**src/rtl/core/biq_pkg.sv**
```systemverilog
// Shared constants, command/status types and register codes for the
// gliding-coefficient biquad. No dependencies.
package biq_pkg;

    localparam int SAMPLE_BITS = 24;
    localparam int COEF_BITS   = 32;
    localparam int STATE_BITS  = 48;

    localparam int SAMPLE_FRAC = SAMPLE_BITS - 1;
    localparam int COEF_FRAC   = COEF_BITS - 5;
    localparam int STATE_FRAC  = STATE_BITS - 8;
    localparam int XPROD_SHIFT = SAMPLE_FRAC + COEF_FRAC - STATE_FRAC;
    localparam int OUT_SHIFT   = STATE_FRAC - SAMPLE_FRAC;
    localparam int OY_BITS     = STATE_BITS - OUT_SHIFT;

    localparam int NCOEF         = 5;
    localparam int COEF_IDX_BITS = $clog2(NCOEF);
    localparam int CFG_REGS      = 8;
    localparam int CFG_IDX_BITS  = $clog2(CFG_REGS);
    localparam int CFG_DATA_BITS = COEF_BITS;
    localparam int CTL_BITS      = 16;

    localparam int GLIDE_SHIFT = 16;
    localparam int K_BITS      = GLIDE_SHIFT + 1;

    // y is multiplied in two halves: unsigned low, signed high
    localparam int YL_BITS = STATE_BITS / 2;
    localparam int YH_BITS = STATE_BITS - YL_BITS;

    localparam int MA_BITS   = COEF_BITS + 1;
    localparam int MB_BITS   = ((SAMPLE_BITS > YL_BITS) ? SAMPLE_BITS : YL_BITS) + 1;
    localparam int PROD_BITS = MA_BITS + MB_BITS;
    localparam int FULL_BITS = PROD_BITS + YL_BITS;
    localparam int ACC_BITS  = FULL_BITS - COEF_FRAC + 1;

    localparam logic signed [COEF_BITS-1:0] TGT_B0_RST = COEF_BITS'(1) << COEF_FRAC;
    localparam logic [CTL_BITS-1:0] GFAC_RST  = CTL_BITS'(65470);
    localparam logic [CTL_BITS-1:0] EPS_RST   = CTL_BITS'(134);
    localparam logic [CTL_BITS-1:0] FLUSH_RST = CTL_BITS'(1);

    localparam logic [CFG_IDX_BITS-1:0] REG_B0    = 3'd0;
    localparam logic [CFG_IDX_BITS-1:0] REG_B1    = 3'd1;
    localparam logic [CFG_IDX_BITS-1:0] REG_B2    = 3'd2;
    localparam logic [CFG_IDX_BITS-1:0] REG_A1    = 3'd3;
    localparam logic [CFG_IDX_BITS-1:0] REG_A2    = 3'd4;
    localparam logic [CFG_IDX_BITS-1:0] REG_GFAC  = 3'd5;
    localparam logic [CFG_IDX_BITS-1:0] REG_EPS   = 3'd6;
    localparam logic [CFG_IDX_BITS-1:0] REG_FLUSH = 3'd7;

    localparam logic [COEF_IDX_BITS-1:0] C_B0 = 3'd0;
    localparam logic [COEF_IDX_BITS-1:0] C_B1 = 3'd1;
    localparam logic [COEF_IDX_BITS-1:0] C_B2 = 3'd2;
    localparam logic [COEF_IDX_BITS-1:0] C_A1 = 3'd3;
    localparam logic [COEF_IDX_BITS-1:0] C_A2 = 3'd4;

    typedef logic [1:0] t_bsel;
    localparam t_bsel MB_X  = 2'd0;
    localparam t_bsel MB_YL = 2'd1;
    localparam t_bsel MB_YH = 2'd2;
    localparam t_bsel MB_K  = 2'd3;

    typedef struct packed {
        logic                     x_load;
        logic                     mul_en;
        logic [COEF_IDX_BITS-1:0] idx;
        logic                     a_diff;
        t_bsel                    b_sel;
        logic                     gl_step;
        logic                     gl_upd;
        logic                     gl_end;
        logic                     f_y;
        logic                     acc1_init;
        logic                     full_init;
        logic                     full_add;
        logic                     acc1_sub;
        logic                     acc2_init;
        logic                     acc2_sub;
        logic                     commit;
    } t_cmd;

    typedef struct packed {
        logic glide_active;
    } t_sts;

endpackage

```
**src/rtl/core/biq_ctrl.sv**
```systemverilog
// Biquad controller: sequences the coefficient glide and the filter steps,
// and owns the input ready and output valid. Depends on biq_pkg.
module biq_ctrl (
    input  logic          i_clk,
    input  logic          i_rst_n,
    input  logic          i_in_valid,
    output logic          o_in_ready,
    input  logic          i_out_ready,
    output logic          o_out_valid,
    input  biq_pkg::t_sts i_sts,
    output biq_pkg::t_cmd o_cmd
);
    import biq_pkg::*;

    localparam logic [2:0] S_IDLE  = 3'd0;
    localparam logic [2:0] S_GMUL  = 3'd1;
    localparam logic [2:0] S_GSTEP = 3'd2;
    localparam logic [2:0] S_GUPD  = 3'd3;
    localparam logic [2:0] S_GEND  = 3'd4;
    localparam logic [2:0] S_FILT  = 3'd5;
    localparam logic [2:0] S_FIN   = 3'd6;

    localparam logic [3:0] F_B0X   = 4'd0;
    localparam logic [3:0] F_B1X   = 4'd1;
    localparam logic [3:0] F_A1YL  = 4'd2;
    localparam logic [3:0] F_A1YH  = 4'd3;
    localparam logic [3:0] F_B2X   = 4'd4;
    localparam logic [3:0] F_A2YL  = 4'd5;
    localparam logic [3:0] F_A2YH  = 4'd6;
    localparam logic [3:0] F_FADD  = 4'd7;
    localparam logic [3:0] F_LAST  = 4'd8;

    localparam logic [COEF_IDX_BITS-1:0] C_LAST = COEF_IDX_BITS'(NCOEF - 1);

    logic [2:0]               r_state, n_state;
    logic [COEF_IDX_BITS-1:0] r_cidx, n_cidx;
    logic [3:0]               r_fstep, n_fstep;
    logic                     r_ovld, n_ovld;
    t_cmd                     w_cmd;

    always_comb begin
        w_cmd   = '0;
        n_state = r_state;
        n_cidx  = r_cidx;
        n_fstep = r_fstep;
        unique case (r_state)
            S_IDLE: begin
                w_cmd.x_load = i_in_valid;
                if (i_in_valid) begin
                    n_cidx  = '0;
                    n_fstep = F_B0X;
                    n_state = i_sts.glide_active ? S_GMUL : S_FILT;
                end
            end
            S_GMUL: begin
                w_cmd.mul_en = 1'b1;
                w_cmd.a_diff = 1'b1;
                w_cmd.b_sel  = MB_K;
                w_cmd.idx    = r_cidx;
                n_state      = S_GSTEP;
            end
            S_GSTEP: begin
                w_cmd.gl_step = 1'b1;
                w_cmd.idx     = r_cidx;
                n_state       = S_GUPD;
            end
            S_GUPD: begin
                w_cmd.gl_upd = 1'b1;
                w_cmd.idx    = r_cidx;
                if (r_cidx == C_LAST) begin
                    n_state = S_GEND;
                end else begin
                    n_cidx  = r_cidx + 1'b1;
                    n_state = S_GMUL;
                end
            end
            S_GEND: begin
                w_cmd.gl_end = 1'b1;
                n_fstep      = F_B0X;
                n_state      = S_FILT;
            end
            S_FILT: begin
                n_fstep = r_fstep + 1'b1;
                unique case (r_fstep)
                    F_B0X: begin
                        w_cmd.mul_en = 1'b1;
                        w_cmd.idx    = C_B0;
                        w_cmd.b_sel  = MB_X;
                    end
                    F_B1X: begin
                        w_cmd.f_y    = 1'b1;
                        w_cmd.mul_en = 1'b1;
                        w_cmd.idx    = C_B1;
                        w_cmd.b_sel  = MB_X;
                    end
                    F_A1YL: begin
                        w_cmd.acc1_init = 1'b1;
                        w_cmd.mul_en    = 1'b1;
                        w_cmd.idx       = C_A1;
                        w_cmd.b_sel     = MB_YL;
                    end
                    F_A1YH: begin
                        w_cmd.full_init = 1'b1;
                        w_cmd.mul_en    = 1'b1;
                        w_cmd.idx       = C_A1;
                        w_cmd.b_sel     = MB_YH;
                    end
                    F_B2X: begin
                        w_cmd.full_add = 1'b1;
                        w_cmd.mul_en   = 1'b1;
                        w_cmd.idx      = C_B2;
                        w_cmd.b_sel    = MB_X;
                    end
                    F_A2YL: begin
                        w_cmd.acc1_sub  = 1'b1;
                        w_cmd.acc2_init = 1'b1;
                        w_cmd.mul_en    = 1'b1;
                        w_cmd.idx       = C_A2;
                        w_cmd.b_sel     = MB_YL;
                    end
                    F_A2YH: begin
                        w_cmd.full_init = 1'b1;
                        w_cmd.mul_en    = 1'b1;
                        w_cmd.idx       = C_A2;
                        w_cmd.b_sel     = MB_YH;
                    end
                    F_FADD: begin
                        w_cmd.full_add = 1'b1;
                    end
                    F_LAST: begin
                        w_cmd.acc2_sub = 1'b1;
                        n_state        = S_FIN;
                    end
                    default: begin
                        n_state = S_FIN;
                    end
                endcase
            end
            S_FIN: begin
                if (!r_ovld || i_out_ready) begin
                    w_cmd.commit = 1'b1;
                    n_state      = S_IDLE;
                end
            end
            default: begin
                n_state = S_IDLE;
            end
        endcase
    end

    always_comb begin
        n_ovld = r_ovld;
        if (w_cmd.commit) begin
            n_ovld = 1'b1;
        end else if (i_out_ready) begin
            n_ovld = 1'b0;
        end
    end

    always_ff @(posedge i_clk) begin
        if (!i_rst_n) begin
            r_state <= S_IDLE;
            r_cidx  <= '0;
            r_fstep <= '0;
            r_ovld  <= 1'b0;
        end else begin
            r_state <= n_state;
            r_cidx  <= n_cidx;
            r_fstep <= n_fstep;
            r_ovld  <= n_ovld;
        end
    end

    assign o_in_ready  = (r_state == S_IDLE);
    assign o_out_valid = r_ovld;
    assign o_cmd       = w_cmd;

endmodule

```
**config.mk**
```make
export PLATFORM = sky130hd
export DESIGN_NAME = biq_ctrl
export DESIGN_NICKNAME = d
export VERILOG_FILES = /design/src/rtl/core/biq_pkg.sv /design/src/rtl/core/biq_ctrl.sv
export SDC_FILE = /design/constraint.sdc
export NUM_CORES = 1
export LEC_CHECK = 0
export ABC_AREA = 1
export BUFFER_PORTS_ARGS = -buffer_cell sky130_fd_sc_hd__clkbuf_2
export CELL_PAD_IN_SITES_DETAIL_PLACEMENT = 2
export CELL_PAD_IN_SITES_GLOBAL_PLACEMENT = 2
export CORE_MARGIN = 10
export CORE_UTILIZATION = 29
export CTS_CLUSTER_DIAMETER = 30
export DETAILED_ROUTE_END_ITERATION = 16
export GPL_TIMING_DRIVEN = 0
export PLACE_DENSITY_LB_ADDON = 0.1
export SETUP_SLACK_MARGIN = 0.3
export SLEW_MARGIN = 20
export SYNTH_ARGS = -nofsm -noshare
export SYNTH_HDL_FRONTEND = slang
export SYNTH_SLANG_ARGS = --single-unit
```
**constraint.sdc**
```tcl
create_clock -name i_clk -period 3.3 [get_ports i_clk]
set_input_delay 0.66 -clock i_clk [delete_from_list [all_inputs] [get_ports i_clk]]
set_output_delay 0.66 -clock i_clk [all_outputs]
set_load 0.02 [all_outputs]
```
# ---- Yosys cells after proc, flatten, opt, wreduce, memory -nomap -nowiden
# Index checks and enable logic that the tools add are counted.
# W data, S select, Z words.
dict set report totals {
  input_bits 5
  register_bits 11
  wordCells 74
  output_inout_bits 21
}
dict set report classes {
  muxes 32
  n_addsub 2
  eq_ne 19
  reduce_logical 17
}
# cell count
set op_table {}
lappend op_table {{$mux W3} 7}
lappend op_table {{$pmux W3 S7} 1}
lappend op_table {{$pmux W4 S5} 1}
lappend op_table {{$eq A4 B3 Y1 const B} 4}
lappend op_table {{$mux W1} 14}
lappend op_table {{$eq A3 B3 Y1 const B} 4}
lappend op_table {{$pmux W3 S2} 2}
lappend op_table {{$pmux W4 S3} 1}
lappend op_table {{$reduce_or A2 Y1} 5}
lappend op_table {{$eq A4 B2 Y1 const B} 2}
lappend op_table {{$ne A2 B2 Y1 const B} 4}
lappend op_table {{$pmux W2 S2} 2}
lappend op_table {{$reduce_or A8 Y1} 1}
lappend op_table {{$mux W7} 1}
lappend op_table {{$eq A3 B2 Y1 const B} 2}
lappend op_table {{$reduce_and A3 Y1} 2}
lappend op_table {{$add A4 B1 Y4 const B} 1}
lappend op_table {{$eq A4 B1 Y1 const B} 1}
lappend op_table {{$eq A4 B4 Y1 const B} 1}
lappend op_table {{$logic_not A4 Y1} 1}
lappend op_table {{$mux W4} 1}
lappend op_table {{$reduce_bool A2 Y1} 2}
lappend op_table {{$add A3 B1 Y3 const B} 1}
lappend op_table {{$eq A3 B1 Y1 const B} 1}
lappend op_table {{8 further kinds} 8}

# ---- Logic depth before layout (Yosys ltp)
# Gate-level depths: netlist of the first run.
dict set report depth {
  word_depth 5
  depth_mapped 10
  ltp_nobuf 10
}

# ---- Least setup slack after synthesis of the first run
# OpenSTA, ideal clock, no wires.
dict set report synth_timing {
  kind {register -> output}
  start {register r_state[0]}
  end {output o_cmd[1] in the netlist's numbering}
  path_buffers 1
  setup_slack_ps 1247
  path_stages_with_launch 6
  t_arrival_ps 1393
  required_ps 2640
  cell_sequence {dfxtp_1 buf_6 inv_4 nor2_2 nand2_4 nor4_1}
}
# item line_no
set synth_lines {}
lappend synth_lines {{from (decl)} biq_ctrl.sv:35} ;# logic [2:0] r_state, n_state;
lappend synth_lines {{from (signal assigned)} biq_ctrl.sv:167} ;# r_state <= n_state;
lappend synth_lines {{to (decl)} biq_ctrl.sv:11} ;# output biq_pkg::t_cmd o_cmd

==> reports/results.ini, run 1 <==
[status]
status=complete, no violations

[cts]
cts-buffers-inserted=3
postCtsHoldBufs=0
cts.clk_slew.worst_paths_ns=0.07
cts_resized=0
clockRootBuffer=clkbuf_4
clk_latency_ns=0.27
clk_path_buf_depth=2
post_cts_buffers=0
cts_tree=built
clock-sinks=11
h-tree-depth=1

[place]
dp_hpwl_um=2714
gp_congestion=0.7932
portBuffers=25
place_ws_ns=1.235

[drt]
drt_iter0_markers=17
drc=0
first_pass_iters=3
dr_total_vias=1031
postRouteAntennaNets=0
viasPerCell=4.708
wl_um=3220
wl_per_cell_um=14.70

[global_route]
grt_max_degree=11
grt_pass1_wl_um=5464
antenna_found_initial=0
grt_pass1_vias=1134
grt-ovfl-total=0
gr-usage-all-layers_pct=11.15

[logic_synthesis]
syn-num-nets=157
yosysTopAreaCell=dfxtp_1
syn_inst=146
synth.avg_cell_area_um2=6.505
yosys.area_share.xor_xnor_pct=0
synth_compound_gate_area_share_pct=18.58
synth_fa_ha_area_share_pct=7.905
ys_warn_count=0
yosysSeqAreaShare_pct=23.19
syn_area_um2=949.7
synth_top_area_share_pct=23.19
synthMuxAreaShare_pct=0
ys_top_cells_by_area=dfxtp_1 (23%), nand2_1 (13%), nor2_1 (8.3%), ha_1 (7.9%), inv_1 (6.3%)
synth_cell_type_count=29
yosys.area_share.simple_pct=37.02
ys_ff_latch=11
synth_top_family_by_area=simple AND/OR/NAND/NOR gates

[setup_path]
critPathRequiredTime_ns=2.64
critPathLaunchType=flip-flop
path_class=flip-flop to output port
cp.arrival_ns=1.70
timing.rr.start=r_fstep[0]$_SDFFE_PN0P_
rrSetupSlack_ns=1.69
cp-end-kind=output port
reg2reg_to=r_state[0]$_SDFFE_PN0P_
reg2reg_depth=8
worstPathMaxFanout=5

[floorplan]
die_x_um=77.23
core.rowCount=20
core_um2=3103
dieHeight_um=77.23
die_area_um2=5964
start_util_pct=30.60
io_pins=26

[power_and_ir_drop]
leakagePower_uw=0.0005981
ir_drop_v=0.0002132
p_per_area_nw_per_um2=547.1

[timing]
worst_pin_slew_ns=0.3173
fin_ws_ns=0.9357
hold_violations=0
finalSetupViolations=0
fin_crit_sh_pct=71.65
slew_headroom_pct=78.77
fmaxAchievable_ghz=0.4230
finalClockSkew_ns=0.01042
slew_viol_final=0
setup_tns_ns=0
finalWorstPathRequiredPeriod_ns=2.364
rsz0062_at_grt=false

[worst_hold_path]
hp-start=r_fstep[1]$_SDFFE_PN0P_
min_path_type=flip-flop to flip-flop
worstHoldEndpoint=r_fstep[1]$_SDFFE_PN0P_
min_path_cells=2

[finish]
diodes=0
seq_area_um2=220.2
multi_input_comb_area_um2=603.1
nNetsFinal=187
drive_gt1_share_pct=32.00
area_growth_pct=21.74
n_fill_cell=415

[run]
max-cap-violations=0

cells by family (layout without fill, tap and decap cells):
group / Yosys count / count (layout)
and+or+nand+nor: 76 / 76
buffers and inverters: 28 / 57
AOI/OAI and AO/OA: 25 / 25
DFF: 11 / 11
adders and majority gates: 6 / 6
Yosys cell counts:
master	n
inv_1	16
o21ai_1	5
nor2_8	1
o21bai_2	1
nand2_1	34
buf_4	3
a22o_1	1
buf_6	1
nor3_1	2
nor4_1	1
o21ai_0	5
o21bai_4	1
nand2_2	2
inv_4	1
a21boi_2	1
inv_2	7
nor2_1	21
nor2_2	6
o22ai_1	2
ha_1	6
dfxtp_1	11
a211oi_1	1
nand2_4	2
a21oi_1	5
a41oi_1	1
nand3_1	6
a21oi_4	1
a31oi_1	1
or2_2	1
layer usage:
layer	GRT usage [%]	wire (um)	up-vias
li1	-	-	518
met3	3.846	146	2
met1	12.75	1494	492
met4	2.190	26	0
met2	19.48	1553	19
met5	0	0	-
stage by stage:
step	hold WS [ns]	utilization, %	area [um2]	total power, uW	cells
floorplan	0.4719	-	949.7	438.4	146
global placement	0.4923	36.41	1130	530.2	215
detailed placement	0.5211	36.41	1130	541.2	215
CTS	0.5328	37.26	1156	647.8	219
global route	0.5603	37.26	1156	697.9	219
finish	0.5282	37.26	1156	632.5	219
worst max-delay path: stages, from the launching register on:
cell and delay, ns:
dfxtp_1 0.36, inv_1 0.11, ha_1 0.26, o21ai_1 0.24, nand2_1 0.10, inv_1 0.09, a41oi_1 0.10, clkbuf_2 0.18
power by group:
group          internal (uW)  switching [uW]  total [uW]
combinational            117             250         366
sequential               152            15.9         168
clock                   46.8            51.6        98.3
flip-flops by register name, indices dropped and copies added (netlist names):
register	count
r_fstep	4
r_cidx	3
r_state	3
o_out_valid	1
cell type report:
| cell class | count | share of cell area, % |
|---|---|---|
| buffer | 4 | 2.922 |
| clock buffer | 4 | 2.273 |
| inverter | 24 | 8.009 |
| multi-input combinational | 107 | 52.16 |
| sequential | 11 | 19.05 |
| tap | 44 | 4.762 |
| timing repair buffer | 25 | 10.82 |
cells in the final DEF, fill, tap and decap left out:
| cell type | netlist | final |
|---|---|---|
| buf_4 | 3 | 3 |
| nand3_1 | 6 | 6 |
| o22ai_1 | 2 | 2 |
| a41oi_1 | 1 | 1 |
| ha_1 | 6 | 6 |
| clkbuf_2 | 0 | 25 |
| buf_6 | 1 | 1 |
| nor2_8 | 1 | 1 |
| inv_4 | 1 | 1 |
| a31oi_1 | 1 | 1 |
| a21oi_4 | 1 | 1 |
| nor4_1 | 1 | 1 |
| clkbuf_1 | 0 | 1 |
| nand2_2 | 2 | 2 |
| nor2_1 | 21 | 21 |
| a21boi_2 | 1 | 1 |
| nand2_1 | 34 | 34 |
| o21ai_0 | 5 | 5 |
| dfxtp_1 | 11 | 11 |
| a22o_1 | 1 | 1 |
| nor3_1 | 2 | 2 |
| clkbuf_4 | 0 | 3 |
| inv_1 | 16 | 16 |
| nand2_4 | 2 | 2 |
| a21oi_1 | 5 | 5 |
| o21ai_1 | 5 | 5 |
| o21bai_2 | 1 | 1 |
| or2_2 | 1 | 1 |
| a211oi_1 | 1 | 1 |
| inv_2 | 7 | 7 |
| nor2_2 | 6 | 6 |
| o21bai_4 | 1 | 1 |
worst max-delay path by stage:
stage	from	endpoint	slack (ns)	cells after the start
floorplan	r_state[0]$_SDFFE_PN0P_	o_cmd[1]	1.25	5
global placement	r_fstep[0]$_SDFFE_PN0P_	o_cmd[17]	1.28	7
detailed placement	r_fstep[0]$_SDFFE_PN0P_	o_cmd[17]	1.24	7
CTS	r_fstep[0]$_SDFFE_PN0P_	o_cmd[17]	0.93	7
global route	r_fstep[0]$_SDFFE_PN0P_	o_cmd[17]	0.76	7
finish	r_fstep[0]$_SDFFE_PN0P_	o_cmd[17]	0.94	7
Power figures use the tool's default switching activity.
==> run 2, diff against run 1 <==
ABC_AREA = 0   (was 1)
CORE_UTILIZATION = 27   (was 29)
clock period = 2.32 ns   (was 3.3 ns; I/O delays follow)
==> run 2 against run 1 <==
Effect of this change:
- total power up 19%
- worst hold slack worse by 0.011 ns
- setup slack worse by 0.66 ns
- routed wire length up 11%
- flip-flop and latch count unchanged
- clock power up 44%
- critical path depth down 2
- die area up 0.87%
- sequential power up 44%
- via count down 2.0%
- global-route usage up 0.13 points
- core utilization up 5.1 points
- critical endpoint is now o_cmd[14]
==> reports/results.ini, run 2 <==
[logic_synthesis]
synth_compound_gate_area_share_pct=25.59  ; was 18.58%
yosys.area_share.xor_xnor_pct=2.937  ; was 0%
synthMuxAreaShare_pct=1.259  ; was 0%
yosysTopAreaCell=dfxtp_1  ; unchanged
ys.flop_type=dfxtp_1  ; unchanged
syn_area_um2=894.6  ; was 949.7 um2
syn-num-nets=135  ; was 157
ys_async_sr_fraction_pct=0  ; unchanged
synth_edf_count=0  ; unchanged
ys_warn_count=0  ; unchanged
ys_top_cells_by_area=dfxtp_1 (25%), ha_1 (8.4%), nor2_1 (7.6%), nand2_1 (4.6%), a21oi_1 (4.5%)  ; was dfxtp_1 (23%), nand2_1 (13%), nor2_1 (8.3%), ha_1 (7.9%), inv_1 (6.3%)
synth_cell_type_count=35  ; was 29
synth_top_family_by_area=simple AND/OR/NAND/NOR gates  ; unchanged
syn_inst=124  ; was 146
yosys.area_share.simple_pct=29.51  ; was 37.02%
yosysSeqAreaShare_pct=24.62  ; was 23.19%
synth_top_area_share_pct=24.62  ; was 23.19%
synth_most_common_cell=nor2_1  ; was nand2_1
ys_ff_latch=11  ; unchanged
ys_top_cells_by_count=nor2_1 (18), dfxtp_1 (11), nand2_1 (11)  ; was nand2_1 (34), nor2_1 (21), inv_1 (16)
synth.avg_cell_area_um2=7.215  ; was 6.505 um2
synth_fa_ha_area_share_pct=8.392  ; was 7.905%

[floorplan]
die_area_um2=6016  ; was 5964 um2
start_util_pct=28.83  ; was 30.60%
dieHeight_um=77.56  ; was 77.23 um
io_pins=26  ; unchanged
core.rowCount=20  ; unchanged
core_um2=3103  ; unchanged
die_x_um=77.56  ; was 77.23 um

[timing]
fin_crit_sh_pct=88.33
slew_viol_final=0  ; unchanged
setup_tns_ns=0  ; unchanged
worst_pin_slew_ns=0.4261  ; was 0.3173 ns
slew_headroom_pct=71.29  ; was 78.77%
hold_violations=0  ; unchanged
finalClockSkew_ns=0.003104  ; was 0.01042 ns
fmaxAchievable_ghz=0.4880
rsz0062_at_grt=true  ; was false
finalSetupViolations=0  ; unchanged
finalWorstPathRequiredPeriod_ns=2.049

[cts]
cts_tree=built  ; unchanged
clk_path_buf_depth=2  ; unchanged
clk_latency_ns=0.28  ; was 0.27 ns
cts-buffers-inserted=3  ; unchanged
h-tree-depth=1  ; unchanged
clockRootBuffer=clkbuf_4  ; unchanged
cts.clk_slew.worst_paths_ns=0.08  ; was 0.07 ns
clock-sinks=11  ; unchanged

[finish]
final_common_cell=clkbuf_2  ; was nand2_1
final_cell_mix=clkbuf_2 (17), nor2_1 (14), nand2_1 (11), buf_4 (9), o21ai_0 (7)  ; was nand2_1 (34), clkbuf_2 (25), nor2_1 (21), inv_1 (16), dfxtp_1 (11)
nNetsFinal=167  ; was 187
drive_gt1_share_pct=43.23  ; was 32.00%
area_growth_pct=46.99  ; was 21.74%
diodes=0  ; unchanged
instances_no_fill=199  ; was 219
reg_top3=r_fstep x4, r_cidx x3, r_state x3  ; unchanged
largest_reg_flops=4  ; unchanged
regMostFlops=r_fstep  ; unchanged

[status]
status=complete, no violations  ; unchanged

[drt]
dr_total_vias=1010  ; was 1,031
drt_iter0_markers=40  ; was 17
postRouteAntennaNets=0  ; unchanged
drc=0  ; unchanged
viasPerCell=5.075  ; was 4.708
first_pass_iters=4  ; was 3
wl_um=3578  ; was 3220 um
wl_per_cell_um=17.98  ; was 14.70 um

[setup_path]
critPathLaunchType=flip-flop  ; unchanged
cp.arrival_ns=1.59  ; was 1.70 ns
worstPathMaxFanout=5  ; unchanged
path_class=flip-flop to output port  ; unchanged
critPathRequiredTime_ns=1.86  ; was 2.64 ns
cp-end-kind=output port  ; unchanged

[global_route]
grt-ovfl-total=0  ; unchanged
grt_pass1_wl_um=5554  ; was 5464 um
gr-usage-all-layers_pct=11.28  ; was 11.15%
grt_pass1_vias=1076  ; was 1,134
grt_max_degree=11  ; unchanged
antenna_found_initial=0  ; unchanged

[place]
dp_hpwl_um=2627  ; was 2714 um
placedCellCount=193  ; was 215
portBuffers=25  ; unchanged
gp_congestion=0.7589  ; was 0.7932

[power_and_ir_drop]
power_uw=754.7  ; was 632.5 uW
leakagePower_uw=0.0005498  ; was 0.0005981 uW
ir_drop_v=0.0002680  ; was 0.0002132 V
p_per_area_nw_per_um2=573.9  ; was 547.1 nW/um2

[worst_hold_path]
min_path_type=flip-flop to flip-flop  ; unchanged

[run]
max-cap-violations=0  ; unchanged

-- run 2: cell families (layout without fill, tap and decap cells) --
family | Yosys count | after routing
simple gates | 54 | 54
flops | 11 | 11
fa+ha+maj | 6 | 6
mux | 1 | 1
compound gates | 33 | 33
buf+inv | 16 | 47
xor+xnor | 3 | 3
-- run 2: where the power goes --
group / total (uW) / switching (uW) / internal (uW)
logic: 370 / 221 / 150
registers: 242 / 33.1 / 209
clock network: 142 / 75.6 / 66.7
total: 755 / 329 / 425
-- run 2: metrics by stage --
step	setup slack [ns]	utilization (%)	instance area (um2)	hold slack, ns
2_1_floorplan	0.4544	-	902.1	0.4715
3_3_place_gp	0.2762	34.88	1082	0.5018
3_5_place_dp	0.2421	34.88	1082	0.5184
4_1_cts	0.2537	40.69	1262	0.5149
5_1_grt	0.2118	42.38	1315	0.5115
6_report	0.2708	42.38	1315	0.5173
-- run 2: final cells by class --
type	count	area, um2
buffer	7	66.31
inverter	9	38.79
clock buffer	4	26.28
multi-input combinational	97	716.9
sequential	11	241.5
fill	369	1788
timing repair buffer	27	170.2
tap	44	55.05
-- run 2: repair_timing --
| item | 4_1_cts | 5_1_grt |
|---|---|---|
| pin swaps | 4 | 1 |
| hold buffers | 0 | 0 |
| buffers inserted | 2 | 0 |
| resized for setup | 42 | 26 |
| endpoints found under the setup margin | 18 | 17 |
-- run 2: path summary, 6_finish.rpt --
| path | from | end | slack [ns] | depth (start not counted) |
|---|---|---|---|---|
| hold reg to reg | r_cidx[2]$_SDFFE_PN0P_ | r_cidx[2]$_SDFFE_PN0P_ | 0.52 | 2 |
| setup / recovery | r_fstep[1]$_SDFFE_PN0P_ | o_cmd[14] | 0.27 | 5 |
| hold / removal | r_cidx[2]$_SDFFE_PN0P_ | r_cidx[2]$_SDFFE_PN0P_ | 0.52 | 2 |
| setup reg to reg | r_state[0]$_SDFFE_PN0P_ | r_cidx[1]$_SDFFE_PN0P_ | 0.81 | 4 |
-- run 2: critical path: stages, from the launching register on --
cell and delay, ns:
dfxtp_4 0.41, inv_4 0.05, ha_4 0.17, or3_1 0.35, a22o_1 0.19, clkbuf_8 0.15
-- run 2: routing by layer --
metal	up-vias	track usage, %	wire, um	part of all wire (%)
li1	492	-	-	-
met1	498	13.77	1704	48
met2	20	18.48	1771	49
met3	0	3.341	102	2.9
met4	0	3.650	0	0
met5	-	0	0	0
==> run 3, diff against run 2 <==
ABC_AREA = 1   (was 0)
==> run 3 against run 2 <==
Effect of this change:
- first-iteration DRC count down 48%
- core utilization decreased by 2.4 points
- flip-flop and latch count did not move
- count of clock-buffer cells in the layout unchanged
- critical path depth grew 2
- highest routed layer is now met4
- sequential power grew 2%
- combinational power grew 62%
- sequential share of layout area shrank 1.0 points
- fmax is 5.4% higher
- clock power hardly changed
- non-clock buffer count is 4 higher
==> reports/results.ini, run 3 (synthesis gave the netlist of run 1 again) <==
[status]
status=complete, no violations  ; unchanged

[cts]
cts-buffers-inserted=3  ; unchanged
clock-sinks=11  ; unchanged
postCtsHoldBufs=0  ; unchanged
cts_tree=built  ; unchanged
clk_latency_ns=0.28  ; about the same
clk_path_buf_depth=2  ; unchanged
h-tree-depth=1  ; unchanged
cts.clk_slew.worst_paths_ns=0.09  ; was 0.08 ns
clockRootBuffer=clkbuf_4  ; unchanged

[drt]
wl_per_cell_um=15.16  ; was 17.98 um
wl_um=3487  ; was 3578 um
first_pass_iters=2  ; was 4
drt_iter0_markers=21  ; was 40
dr_total_vias=1056  ; was 1,010
viasPerCell=4.591  ; was 5.075
drc=0  ; unchanged
postRouteAntennaNets=0  ; unchanged

[floorplan]
die_x_um=79.31  ; was 77.56 um
die_area_um2=6289  ; was 6016 um2
io_pins=26  ; unchanged
start_util_pct=28.24  ; was 28.83%
core.rowCount=21  ; was 20
dieHeight_um=79.31  ; was 77.56 um
core_um2=3363  ; was 3103 um2

[setup_path]
cp-end-kind=output port  ; unchanged
critPathLaunchType=flip-flop  ; unchanged
cp.arrival_ns=1.48  ; was 1.59 ns
path_class=flip-flop to output port  ; unchanged
critPathRequiredTime_ns=1.86  ; about the same
worstPathMaxFanout=4  ; was 5

[finish]
diodes=0  ; unchanged
largest_reg_flops=4  ; unchanged
regMostFlops=r_fstep  ; unchanged
drive_gt1_share_pct=44.57  ; was 43.23%
reg_top3=r_fstep x4, r_cidx x3, r_state x3  ; unchanged
nNetsFinal=196  ; was 167
final_cell_mix=nand2_1 (34), nor2_1 (19), buf_4 (17), clkbuf_2 (17), inv_1 (13)  ; was clkbuf_2 (17), nor2_1 (14), nand2_1 (11), buf_4 (9), o21ai_0 (7)
final_common_cell=nand2_1  ; was clkbuf_2
area_growth_pct=41.50  ; was 46.99%

[timing]
worst_pin_slew_ns=0.2490  ; was 0.4261 ns
fin_crit_sh_pct=83.83  ; was 88.33%
holdWs_ns=0.4575  ; was 0.5173 ns
slew_viol_final=0  ; unchanged
finalClockSkew_ns=0.008297  ; was 0.003104 ns
slew_headroom_pct=83.30  ; was 71.29%
rsz0062_at_grt=true  ; unchanged
finalWorstPathRequiredPeriod_ns=1.945  ; was 2.049 ns
setup_tns_ns=0  ; unchanged
fmaxAchievable_ghz=0.5142  ; was 0.4880 GHz
finalSetupViolations=0  ; unchanged
hold_violations=0  ; unchanged

[power_and_ir_drop]
p_per_area_nw_per_um2=738.1  ; was 573.9 nW/um2
pwr-share-clk_pct=14.7  ; was 18.9%
p_int_uw=503.4  ; was 425.4 uW
switching_share_pct=49.25  ; was 43.64%
leakagePower_uw=0.0006573  ; was 0.0005498 uW
ir_drop_v=0.0002764  ; was 0.0002680 V
seqPwrFrac_pct=24.9  ; was 32.1%
p_comb_share_pct=60.5  ; was 49.0%
switching_power_uw=488.6  ; was 329.4 uW

[run]
max-cap-violations=0  ; unchanged

[global_route]
grt_pass1_vias=1132  ; was 1,076
grt-ovfl-total=0  ; unchanged
grt_pass1_wl_um=5451  ; was 5554 um
gr-usage-all-layers_pct=10.59  ; was 11.28%
antenna_found_initial=0  ; unchanged
grt_max_degree=11  ; unchanged

[place]
dp_hpwl_um=2726  ; was 2627 um
gp_congestion=0.7601  ; was 0.7589
portBuffers=25  ; unchanged

[worst_hold_path]
min_path_type=input port to flip-flop  ; was flip-flop to flip-flop

run 3: per-stage QoR:
step | setup WS (ns) | utilization (%) | area [um2] | total power, uW | std cells
finish | 0.3752 | 39.96 | 1344 | 991.9 | 230
global placement | 0.5102 | 33.67 | 1132 | 759.2 | 217
floorplan | 0.4629 | - | 949.7 | 623.6 | 146
detailed placement | 0.4860 | 33.67 | 1132 | 777.4 | 217
CTS | 0.2880 | 35.31 | 1187 | 937.3 | 221
global route | 0.2680 | 39.96 | 1344 | 1081 | 230
run 3: repair_timing:
item,4_1_cts,5_1_grt
gates resized for setup,9,36
setup buffers,0,9
endpoints found under the setup margin,8,11
pin swaps,0,5
run 3: final cells by class:
cell class	instances	area [um2]
Sequential cell	11	232.7
Multi-Input combinational cell	107	688.2
Fill cell	436	2019
Timing Repair Buffer	34	207.7
Tap cell	46	57.56
Buffer	4	33.78
Clock buffer	4	26.28
Inverter	24	97.59
run 3: routing by layer:
| layer | wire, um | GRT usage, % | share of wire, % |
|---|---|---|---|
| met1 | 1514 | 11.99 | 43 |
| met2 | 1840 | 19.33 | 53 |
| met3 | 110 | 2.815 | 3.2 |
| met4 | 21 | 2.151 | 0.60 |
| met5 | 0 | 0 | 0 |
run 3: path summary, 6_finish.rpt:
path                                               from                 endpoint  slack, ns  cells past startpoint
worst min register to register  r_fstep[2]$_SDFFE_PN0P_  r_fstep[2]$_SDFFE_PN0P_       0.53                      2
worst max register to register  r_fstep[1]$_SDFFE_PN0P_  r_state[0]$_SDFFE_PN0P_       0.77                     10
worst min-delay path                            i_rst_n  r_state[2]$_SDFFE_PN0P_       0.46                      3
worst max-delay path            r_fstep[0]$_SDFFE_PN0P_                o_cmd[17]       0.38                      7
run 3: worst max-delay path, cell delays in order, from the launching register on:
cell	delay, ns
dfxtp_4	0.41
inv_6	0.06
ha_4	0.18
o21ai_4	0.16
nand2_1	0.08
inv_2	0.05
a41oi_1	0.08
buf_4	0.18
run 3: power groups by stage:
stage	logic (uW)	registers (uW)	clock network (uW)
final	600	247	145
after global routing	662	251	169
after CTS	545	241	152
after detailed placement	534	243	0
after global placement	518	241	0
after floorplan	384	239	0
